`config.mk`:
```
export PLATFORM = sky130hd
export DESIGN_NAME = ps2_host_transceiver
export DESIGN_NICKNAME = d
export VERILOG_FILES = /design/src/sv/ps2ht_pkg.sv /design/src/sv/ps2_host_transceiver.sv /design/src/sv/ps2ht_cfg_regs.sv /design/src/sv/ps2ht_fsm.sv
export SDC_FILE = /design/constraint.sdc
export NUM_CORES = 1
export LEC_CHECK = 0
export BUFFER_PORTS_ARGS = -buffer_cell sky130_fd_sc_hd__buf_2
export CORE_MARGIN = 1.5
export CORE_UTILIZATION = 45
export CTS_BUF_LIST = sky130_fd_sc_hd__clkbuf_8 sky130_fd_sc_hd__clkbuf_16
export CTS_CLUSTER_DIAMETER = 100
export DETAILED_ROUTE_END_ITERATION = 12
export SYNTH_ARGS = -nofsm -noshare
export SYNTH_HDL_FRONTEND = slang
export SYNTH_HIERARCHICAL = 1
export SYNTH_SLANG_ARGS = --single-unit
```
`constraint.sdc`:
```
create_clock -name clk_i -period 4.35 [get_ports clk_i]
set_input_delay 1.0875 -clock clk_i [delete_from_list [all_inputs] [get_ports clk_i]]
set_output_delay 1.0875 -clock clk_i [all_outputs]
set_load 0.005 [all_outputs]
```
`src/sv/ps2ht_pkg.sv`:
```
// ----------------------------------------------------------------------------
// ps2ht_pkg
// types and constants shared by the ps/2 host transceiver modules
// ----------------------------------------------------------------------------
package ps2ht_pkg;

  localparam int unsigned ShortW = 8;
  localparam int unsigned LongW  = 12;
  localparam int unsigned HoldW  = 8;
  localparam int unsigned WaitW  = 12;
  localparam int unsigned BitW   = 4;
  localparam int unsigned ByteW  = 8;

  localparam logic [ShortW-1:0] ShortReset = 8'd12;
  localparam logic [LongW-1:0]  LongReset  = 12'd2400;
  localparam logic [HoldW-1:0]  HoldReset  = 8'd15;
  localparam logic [BitW-1:0]   BitsPerByte = 4'd8;

  typedef enum logic [1:0] {
    CFG_SHORT_WAIT   = 2'd0,
    CFG_LONG_WAIT    = 2'd1,
    CFG_REQUEST_HOLD = 2'd2,
    CFG_NONE         = 2'd3
  } cfg_idx_e;

  typedef enum logic [1:0] {
    CMD_TICK     = 2'd0,
    CMD_RECEIVE  = 2'd1,
    CMD_SEND     = 2'd2,
    CMD_NOP      = 2'd3
  } cmd_e;

  typedef enum logic [1:0] {
    DRV_REL  = 2'd0,
    DRV_HIGH = 2'd1,
    DRV_LOW  = 2'd2
  } drive_e;

  typedef enum logic [2:0] {
    ST_OK          = 3'd0,
    ST_CLK_TIMEOUT = 3'd1,
    ST_BAD_START   = 3'd2,
    ST_PARITY      = 3'd3,
    ST_BAD_STOP    = 3'd4,
    ST_REL_TIMEOUT = 3'd5
  } status_e;

  typedef enum logic [4:0] {
    PH_IDLE       = 5'd0,
    PH_RX_START_F = 5'd1,
    PH_RX_START_R = 5'd2,
    PH_RX_BIT_F   = 5'd3,
    PH_RX_BIT_R   = 5'd4,
    PH_RX_PAR_F   = 5'd5,
    PH_RX_PAR_R   = 5'd6,
    PH_RX_STOP_F  = 5'd7,
    PH_RX_STOP_R  = 5'd8,
    PH_TX_HOLD    = 5'd9,
    PH_TX_START_F = 5'd10,
    PH_TX_BIT_R   = 5'd11,
    PH_TX_BIT_F   = 5'd12,
    PH_TX_PAR_R   = 5'd13,
    PH_TX_PAR_F   = 5'd14,
    PH_TX_REL_R   = 5'd15,
    PH_TX_ACK_F   = 5'd16,
    PH_TX_ACK_D   = 5'd17
  } phase_e;

  typedef struct packed {
    logic [WaitW-1:0] short_lim;
    logic [WaitW-1:0] long_lim;
    logic [WaitW-1:0] hold_lim;
  } cfg_t;

  typedef struct packed {
    logic [1:0]       cmd;
    logic [ByteW-1:0] send_byte;
    logic             clk_level;
    logic             data_level;
  } item_t;

  typedef struct packed {
    logic [ByteW-1:0] rx_byte;
    status_e          status;
    logic             was_send;
    logic             done;
    logic             busy;
    drive_e           data_drive;
    logic             clk_pull_low;
  } result_t;

endpackage

```
`src/sv/ps2_host_transceiver.sv`:
```
// ----------------------------------------------------------------------------
// ps2_host_transceiver
// ps/2 host receive and send sequencer driven by line-sample tick items
// an accepted item is registered, stepped through the state machine, and its result is registered
// throughput: one item per cycle while the output is not stalled by m_axis_tready_i
// reset: phase idle, both lines released, timeouts 12 / 2400, hold 15 ticks
// ----------------------------------------------------------------------------
module ps2_host_transceiver (
  input  logic        clk_i,
  input  logic        rst_ni,
  input  logic        s_axis_tvalid_i,
  output logic        s_axis_tready_o,
  input  logic [15:0] s_axis_tdata_i,  // send_byte, clk_level, data_level
  input  logic [1:0]  s_axis_tuser_i,  // cmd
  output logic        m_axis_tvalid_o,
  input  logic        m_axis_tready_i,
  // clk_pull_low, data_drive, busy_res, status, rx_byte
  output logic [15:0] m_axis_tdata_o,
  output logic        m_axis_tlast_o,  // done_res
  output logic        m_axis_tuser_o,  // was_send
  input  logic        cfg_valid_i,
  output logic        cfg_ready_o,
  input  logic [1:0]  cfg_index_i,
  input  logic [11:0] cfg_data_i
);

  ps2ht_pkg::cfg_t    cfg;
  ps2ht_pkg::item_t   in_q;
  ps2ht_pkg::result_t res, out_q;
  logic               in_valid_q, out_valid_q;
  logic               advance;

  assign cfg_ready_o     = 1'b1;
  assign advance         = in_valid_q && (!out_valid_q || m_axis_tready_i);
  assign s_axis_tready_o = !in_valid_q || !out_valid_q || m_axis_tready_i;

  ps2ht_cfg_regs u_cfg (
    .clk_i       (clk_i),
    .rst_ni      (rst_ni),
    .cfg_valid_i (cfg_valid_i),
    .cfg_index_i (cfg_index_i),
    .cfg_data_i  (cfg_data_i),
    .cfg_o       (cfg)
  );

  ps2ht_fsm u_fsm (
    .clk_i  (clk_i),
    .rst_ni (rst_ni),
    .step_i (advance),
    .item_i (in_q),
    .cfg_i  (cfg),
    .res_o  (res)
  );

  always_ff @(posedge clk_i or negedge rst_ni) begin
    if (!rst_ni) begin
      in_valid_q  <= 1'b0;
      out_valid_q <= 1'b0;
    end else begin
      if (s_axis_tready_o) begin
        in_valid_q <= s_axis_tvalid_i;
      end
      if (advance) begin
        out_valid_q <= 1'b1;
      end else if (m_axis_tready_i) begin
        out_valid_q <= 1'b0;
      end
    end
  end

  always_ff @(posedge clk_i) begin
    if (s_axis_tready_o && s_axis_tvalid_i) begin
      in_q.cmd        <= s_axis_tuser_i;
      in_q.send_byte  <= s_axis_tdata_i[7:0];
      in_q.clk_level  <= s_axis_tdata_i[8];
      in_q.data_level <= s_axis_tdata_i[9];
    end
    if (advance) begin
      out_q <= res;
    end
  end

  assign m_axis_tvalid_o = out_valid_q;
  assign m_axis_tdata_o  = {1'b0, out_q.rx_byte, out_q.status, out_q.busy,
                            out_q.data_drive, out_q.clk_pull_low};
  assign m_axis_tlast_o  = out_q.done;
  assign m_axis_tuser_o  = out_q.was_send;

  // a finished transfer leaves the block idle
  assert property (@(posedge clk_i) disable iff (!rst_ni)
    (out_valid_q && out_q.done) |-> !out_q.busy)
    else $error("done result reports busy");

  // status only on the item that ends a transfer
  assert property (@(posedge clk_i) disable iff (!rst_ni)
    (out_valid_q && !out_q.done) |-> (out_q.status == ps2ht_pkg::ST_OK && !out_q.was_send))
    else $error("status or kind without done");

  // received byte only after a successful receive
  assert property (@(posedge clk_i) disable iff (!rst_ni)
    (out_valid_q && out_q.rx_byte != '0) |->
      (out_q.done && !out_q.was_send && out_q.status == ps2ht_pkg::ST_OK))
    else $error("rx byte outside a good receive");

  // a result is never dropped while stalled
  assert property (@(posedge clk_i) disable iff (!rst_ni)
    (out_valid_q && !m_axis_tready_i) |=> out_valid_q)
    else $error("pending result lost");

endmodule

```
`src/sv/ps2ht_cfg_regs.sv`:
```
// ----------------------------------------------------------------------------
// ps2ht_cfg_regs
// timeout and hold registers, zero values read back as one tick
// ----------------------------------------------------------------------------
module ps2ht_cfg_regs (
  input  logic                 clk_i,
  input  logic                 rst_ni,
  input  logic                 cfg_valid_i,
  input  logic [1:0]           cfg_index_i,
  input  logic [11:0]          cfg_data_i,
  output ps2ht_pkg::cfg_t      cfg_o
);

  logic [ps2ht_pkg::ShortW-1:0] short_q;
  logic [ps2ht_pkg::LongW-1:0]  long_q;
  logic [ps2ht_pkg::HoldW-1:0]  hold_q;

  always_ff @(posedge clk_i or negedge rst_ni) begin
    if (!rst_ni) begin
      short_q <= ps2ht_pkg::ShortReset;
      long_q  <= ps2ht_pkg::LongReset;
      hold_q  <= ps2ht_pkg::HoldReset;
    end else if (cfg_valid_i) begin
      case (ps2ht_pkg::cfg_idx_e'(cfg_index_i))
        ps2ht_pkg::CFG_SHORT_WAIT:   short_q <= cfg_data_i[ps2ht_pkg::ShortW-1:0];
        ps2ht_pkg::CFG_LONG_WAIT:    long_q  <= cfg_data_i[ps2ht_pkg::LongW-1:0];
        ps2ht_pkg::CFG_REQUEST_HOLD: hold_q  <= cfg_data_i[ps2ht_pkg::HoldW-1:0];
        default: ;
      endcase
    end
  end

  // zero limit acts as one tick
  always_comb begin
    cfg_o.short_lim = (short_q == '0) ? 12'd1 : {4'd0, short_q};
    cfg_o.long_lim  = (long_q == '0) ? 12'd1 : long_q;
    cfg_o.hold_lim  = (hold_q == '0) ? 12'd1 : {4'd0, hold_q};
  end

endmodule

```
`src/sv/ps2ht_fsm.sv`:
```
// ----------------------------------------------------------------------------
// ps2ht_fsm
// transfer state machine, one item per step, result formed combinationally
// ----------------------------------------------------------------------------
module ps2ht_fsm (
  input  logic                 clk_i,
  input  logic                 rst_ni,
  input  logic                 step_i,
  input  ps2ht_pkg::item_t     item_i,
  input  ps2ht_pkg::cfg_t      cfg_i,
  output ps2ht_pkg::result_t   res_o
);

  ps2ht_pkg::phase_e              phase_q, phase_d;
  logic                           is_send_q, is_send_d;
  logic [ps2ht_pkg::BitW-1:0]     bit_q, bit_d;
  logic [ps2ht_pkg::ByteW-1:0]    shift_q, shift_d;
  logic                           zpar_q, zpar_d;
  logic [ps2ht_pkg::WaitW-1:0]    wait_q, wait_d;
  logic                           clk_drv_q, clk_drv_d;
  ps2ht_pkg::drive_e              dat_drv_q, dat_drv_d;

  always_ff @(posedge clk_i or negedge rst_ni) begin
    if (!rst_ni) begin
      phase_q   <= ps2ht_pkg::PH_IDLE;
      is_send_q <= 1'b0;
      bit_q     <= '0;
      shift_q   <= '0;
      zpar_q    <= 1'b0;
      wait_q    <= '0;
      clk_drv_q <= 1'b0;
      dat_drv_q <= ps2ht_pkg::DRV_REL;
    end else if (step_i) begin
      phase_q   <= phase_d;
      is_send_q <= is_send_d;
      bit_q     <= bit_d;
      shift_q   <= shift_d;
      zpar_q    <= zpar_d;
      wait_q    <= wait_d;
      clk_drv_q <= clk_drv_d;
      dat_drv_q <= dat_drv_d;
    end
  end

  logic                        done;
  ps2ht_pkg::status_e          st;
  logic                        met;
  logic [ps2ht_pkg::WaitW-1:0] limit;
  logic [ps2ht_pkg::WaitW-1:0] wait_inc;
  logic [ps2ht_pkg::BitW-1:0]  bit_inc;
  logic [ps2ht_pkg::ByteW-1:0] shift_dn;

  always_comb begin
    phase_d   = phase_q;
    is_send_d = is_send_q;
    bit_d     = bit_q;
    shift_d   = shift_q;
    zpar_d    = zpar_q;
    wait_d    = wait_q;
    clk_drv_d = clk_drv_q;
    dat_drv_d = dat_drv_q;
    done      = 1'b0;
    st        = ps2ht_pkg::ST_OK;
    wait_inc  = wait_q + 12'd1;
    bit_inc   = bit_q + 4'd1;
    shift_dn  = {1'b0, shift_q[ps2ht_pkg::ByteW-1:1]};
    limit     = cfg_i.short_lim;
    met       = 1'b0;

    if (phase_q == ps2ht_pkg::PH_TX_START_F || phase_q == ps2ht_pkg::PH_RX_START_F) begin
      limit = cfg_i.long_lim;
    end
    case (phase_q)
      ps2ht_pkg::PH_TX_ACK_D: met = item_i.data_level;
      ps2ht_pkg::PH_RX_START_R, ps2ht_pkg::PH_RX_BIT_R, ps2ht_pkg::PH_RX_PAR_R,
      ps2ht_pkg::PH_RX_STOP_R, ps2ht_pkg::PH_TX_BIT_R, ps2ht_pkg::PH_TX_PAR_R,
      ps2ht_pkg::PH_TX_REL_R: met = item_i.clk_level;
      default: met = !item_i.clk_level;
    endcase

    if (phase_q == ps2ht_pkg::PH_IDLE) begin
      if (item_i.cmd == ps2ht_pkg::CMD_RECEIVE || item_i.cmd == ps2ht_pkg::CMD_SEND) begin
        is_send_d = (item_i.cmd == ps2ht_pkg::CMD_SEND);
        bit_d     = '0;
        zpar_d    = 1'b0;
        wait_d    = '0;
        if (item_i.cmd == ps2ht_pkg::CMD_RECEIVE) begin
          shift_d   = '0;
          clk_drv_d = 1'b0;
          dat_drv_d = ps2ht_pkg::DRV_REL;
          phase_d   = ps2ht_pkg::PH_RX_START_F;
        end else begin
          shift_d   = item_i.send_byte;
          clk_drv_d = 1'b1;
          dat_drv_d = ps2ht_pkg::DRV_HIGH;
          phase_d   = ps2ht_pkg::PH_TX_HOLD;
        end
      end
    end else if (item_i.cmd == ps2ht_pkg::CMD_TICK) begin
      if (phase_q == ps2ht_pkg::PH_TX_HOLD) begin
        wait_d = wait_inc;
        if (wait_inc >= cfg_i.hold_lim) begin
          wait_d    = '0;
          dat_drv_d = ps2ht_pkg::DRV_LOW;
          clk_drv_d = 1'b0;
          phase_d   = ps2ht_pkg::PH_TX_START_F;
        end
      end else if (!met) begin
        wait_d = wait_inc;
        if (wait_inc >= limit) begin
          done = 1'b1;
          st   = (phase_q == ps2ht_pkg::PH_TX_ACK_D) ? ps2ht_pkg::ST_REL_TIMEOUT
                                                      : ps2ht_pkg::ST_CLK_TIMEOUT;
        end
      end else begin
        wait_d = '0;
        case (phase_q)
          ps2ht_pkg::PH_RX_START_F: begin
            if (item_i.data_level) begin
              done = 1'b1;
              st   = ps2ht_pkg::ST_BAD_START;
            end else begin
              phase_d = ps2ht_pkg::PH_RX_START_R;
            end
          end
          ps2ht_pkg::PH_RX_START_R: phase_d = ps2ht_pkg::PH_RX_BIT_F;
          ps2ht_pkg::PH_RX_BIT_F: begin
            shift_d = {item_i.data_level, shift_q[ps2ht_pkg::ByteW-1:1]};
            zpar_d  = zpar_q ^ !item_i.data_level;
            phase_d = ps2ht_pkg::PH_RX_BIT_R;
          end
          ps2ht_pkg::PH_RX_BIT_R: begin
            bit_d   = bit_inc;
            phase_d = (bit_inc >= ps2ht_pkg::BitsPerByte) ? ps2ht_pkg::PH_RX_PAR_F
                                                           : ps2ht_pkg::PH_RX_BIT_F;
          end
          ps2ht_pkg::PH_RX_PAR_F: begin
            if (!item_i.data_level != zpar_q) begin
              done = 1'b1;
              st   = ps2ht_pkg::ST_PARITY;
            end else begin
              phase_d = ps2ht_pkg::PH_RX_PAR_R;
            end
          end
          ps2ht_pkg::PH_RX_PAR_R: phase_d = ps2ht_pkg::PH_RX_STOP_F;
          ps2ht_pkg::PH_RX_STOP_F: begin
            if (!item_i.data_level) begin
              done = 1'b1;
              st   = ps2ht_pkg::ST_BAD_STOP;
            end else begin
              phase_d = ps2ht_pkg::PH_RX_STOP_R;
            end
          end
          ps2ht_pkg::PH_RX_STOP_R, ps2ht_pkg::PH_TX_ACK_D: begin
            done      = 1'b1;
            clk_drv_d = 1'b1;
            dat_drv_d = ps2ht_pkg::DRV_HIGH;
          end
          ps2ht_pkg::PH_TX_START_F: begin
            dat_drv_d = shift_q[0] ? ps2ht_pkg::DRV_HIGH : ps2ht_pkg::DRV_LOW;
            zpar_d    = zpar_q ^ !shift_q[0];
            phase_d   = ps2ht_pkg::PH_TX_BIT_R;
          end
          ps2ht_pkg::PH_TX_BIT_R: phase_d = ps2ht_pkg::PH_TX_BIT_F;
          ps2ht_pkg::PH_TX_BIT_F: begin
            bit_d   = bit_inc;
            shift_d = shift_dn;
            if (bit_inc < ps2ht_pkg::BitsPerByte) begin
              dat_drv_d = shift_dn[0] ? ps2ht_pkg::DRV_HIGH : ps2ht_pkg::DRV_LOW;
              zpar_d    = zpar_q ^ !shift_dn[0];
              phase_d   = ps2ht_pkg::PH_TX_BIT_R;
            end else begin
              dat_drv_d = zpar_q ? ps2ht_pkg::DRV_LOW : ps2ht_pkg::DRV_HIGH;
              phase_d   = ps2ht_pkg::PH_TX_PAR_R;
            end
          end
          ps2ht_pkg::PH_TX_PAR_R: phase_d = ps2ht_pkg::PH_TX_PAR_F;
          ps2ht_pkg::PH_TX_PAR_F: begin
            dat_drv_d = ps2ht_pkg::DRV_REL;
            phase_d   = ps2ht_pkg::PH_TX_REL_R;
          end
          ps2ht_pkg::PH_TX_REL_R: phase_d = ps2ht_pkg::PH_TX_ACK_F;
          ps2ht_pkg::PH_TX_ACK_F: phase_d = ps2ht_pkg::PH_TX_ACK_D;
          default: begin
            done = 1'b1;
            st   = ps2ht_pkg::ST_CLK_TIMEOUT;
          end
        endcase
      end
    end

    if (done) begin
      phase_d = ps2ht_pkg::PH_IDLE;
      wait_d  = '0;
    end

    res_o.clk_pull_low = clk_drv_d;
    res_o.data_drive   = dat_drv_d;
    res_o.busy         = (phase_d != ps2ht_pkg::PH_IDLE);
    res_o.done         = done;
    res_o.was_send     = done & is_send_q;
    res_o.status       = st;
    res_o.rx_byte      = (done && st == ps2ht_pkg::ST_OK && !is_send_q) ? shift_q : '0;
  end

endmodule
```
==> results.toml <==
[clock_tree]
clk-insertion-delay-late_ps = 350
clock_sinks = 93
clockRootBuffer = "clkbuf_16"
cts_buffers = 9
cts_tree = "built"
cts.hold.buffers_added = 0
clock_path_buffers = 2
postCtsResizedCells = 0
postCtsSetupBuffers = 0
clk_pin_slew_worst_paths_ps = 70
h-tree-depth = 3

[critical_path]
startpoint_type = "flop"
crit_fanout = 10
critPathArrivalTime_ps = 4090
rrSetupSlack_ps = 490
worst-setup-path-type = "reg -> reg"
r2r-start = "u_fsm/wait_q[0]"
worst_ep_required_time_ps = 4580
crit_start = "u_fsm/wait_q[0]"
worstSetupEndpointType = "flop"
reg2reg_depth = 15

[logic_synthesis]
syn_avg_cell_area_um2 = 10.01
syn-instance-count = 578
synth_common_cells = "dfrtp_1, nand2_1, clkbuf_1"
syn_area_um2 = 5783
ys_seq_elements = 93
yosysTopAreaCell = "dfrtp_1"
synth_cell_types = 71
yosysMostFrequentCell = "dfrtp_1"
synth_top_area_share_pct = 23.37
ys.flop_type = "dfrtp_1"
async_reset_ff_share_pct = 68.82
yosys_warnings = 6
ys_seq_area_share_pct = 42.97
synthTopCellsByArea = "dfrtp_1, edfxtp_1, ha_1"
synth_edf_count = 29

[sta]
skew_ps = 10.24
setup_viol = 0
hold_violations = 0
fin_crit_sh_pct = 88.67
holdWs_ps = 510.3
fin_tns_setup_ps = 0
period_needed_ps = 3857
maxSlewHeadroom_pct = 58.60
max_slew.worst_pin.slew_ps = 619.1
fmax_mhz = 259.3
rsz0062_at_grt = "false"
slew_violations = 0

[placement]
dp_hpwl_um = 9272
dp.cells = 762
dpl_cell_area_um2 = 6086
gp_congestion = 0.8432
io_buffers = 49

[power_and_ir_drop]
internal_power_uw = 1969
irDropWorstVdd_mv = 0.2168
seqPwrFrac_pct = 39.2
swShare_pct = 36.03
clkPwrFrac_pct = 23.6
comb_power_share_pct = 37.1
power.total_uw = 3078
p_sw_uw = 1109
p_per_area_nw_per_um2 = 484.4
p_leak_uw = 0.002797

[final_layout]
area_growth_pct = 9.887
final_area_um2 = 6355
instances_no_fill = 778
layout.nets = 667
drive_gt1_share_pct = 23.43
antennaDiodeCount = 0

[floorplan]
pin_count = 58
die_area_um2 = 13540
die_w_um = 116.4
fp.dieH_um = 116.4
num_rows = 41
coreArea_um2 = 12570
start_util_pct = 46.01

[route]
drt-total-wl_um = 12760
wl_per_cell_um = 16.40
drtIter0Drc = 239
firstDrtPassIters = 5
detail-route-antenna-nets = 0
route.detailed.drc = 0
via_per_inst = 5.497
vias = 4277

[grt]
grt_max_degree = 34
track_usage_pct = 20.55
grt_pass1_vias = 4185
antenna_found_initial = 0
gr-total-overflow = 0
grt_pass1_wl_um = 21340

[min_path]
hp-class = "reg -> reg"
hold_depth = 1
min_from = "u_fsm/clk_drv_q"

[status]
outcome = "complete, no violations"

[job]
cap_violations = 0
[stage by stage]
| stage | worst slack [ps] | util, % |
|---|---|---|
| global placement | 605.6 | 48.42 |
| global route | 177.5 | 50.56 |
| finish | 492.8 | 50.56 |
| floorplan | 614.8 | - |
| CTS | 521.4 | 50.56 |
| detailed placement | 540.6 | 48.42 |
[state kept, by name, summed over array words and instances, names as in the netlist, 2 cells and up]
name / count
in_q: 12
m_axis_tdata_o: 15
u_cfg/hold_q: 8
u_cfg/long_q: 12
u_cfg/short_q: 8
u_fsm/bit_q: 4
u_fsm/dat_drv_q: 2
u_fsm/phase_q: 5
u_fsm/shift_q: 8
u_fsm/wait_q: 12
[layout make-up]
class                           instances  area [um2]
Clock buffer                            9       225.2
Clock inverter                          7       43.79
Fill cell                            1154        6213
Inverter                               27       101.3
Multi-Input combinational cell        404        2912
Sequential cell                        93        2485
Tap cell                              172       215.2
Timing Repair Buffer                   66       372.9
[cell families after synthesis]
group / after synthesis / synth area share, %
adders and majority gates: 29 / 6.274
DFF: 93 / 42.97
muxes: 55 / 10.23
xor gates and xnor gates: 14 / 2.120
other: 3 / 0.1947
buffers and inverters: 88 / 7.140
AOI/OAI and AO/OA: 106 / 12.42
and+or+nand+nor: 190 / 18.65
[critical path: stages (launching register included)]
cell,delay (ps)
dfrtp_1,460
nand2_1,120
nor2_1,120
nand3_1,170
or2_2,380
nor2_1,140
xor2_1,130
ha_1,320
nand4_1,130
or3_1,400
a221oi_1,460
nor3_1,110
a21oi_1,140
buf_4,180
nor3_4,80
a221o_1,380
[final timing paths]
| check | endpoint |
|---|---|
| max | u_fsm/wait_q[7] |
| min | u_fsm/clk_drv_q |
| max reg2reg | u_fsm/wait_q[7] |
| min reg2reg | u_fsm/clk_drv_q |
| max in group asynchronous | u_cfg/hold_q[2] |
| min in group asynchronous | u_cfg/hold_q[5] |
[power by group through the flow]
stage	logic (uW)	registers (uW)	clock network [uW]
after detailed placement	1140	1220	0
after global routing	1280	1230	779
after CTS	1150	1210	745
final	1140	1210	727
after floorplan	897	1180	0
after global placement	1110	1220	0
[placed cells by master (no fill, tap or decap), drive strengths merged, types with 4 or more instances in the layout]
cell    netlist  final
buf          25     66
dfrtp        54     54
nand2        46     46
mux2         33     33
a21oi        30     30
inv          27     30
edfxtp       29     29
ha           29     29
nor2         28     28
o21ai        26     26
mux2i        22     22
nand3        15     15
and2         14     14
nor3         13     13
nand2b       12     12
nor4         11     11
conb          3     10
dfstp        10     10
xnor2        10     10
nor3b        10     10
or3          10     10
clkbuf       36      9
nor2b         7      7
nand3b        7      7
a22o          6      6
a21o          5      5
xor2          4      4
a211oi        4      4
a221o         4      4
or4           4      4
[metal layers]
layer  routed length (um)  GRT usage [%]
met1                 6187          29.84
met4                  195          7.073
met2                 5871          31.18
met5                    0              0
met3                  501          3.529
Note: power is estimated with default switching activity, not from simulation.
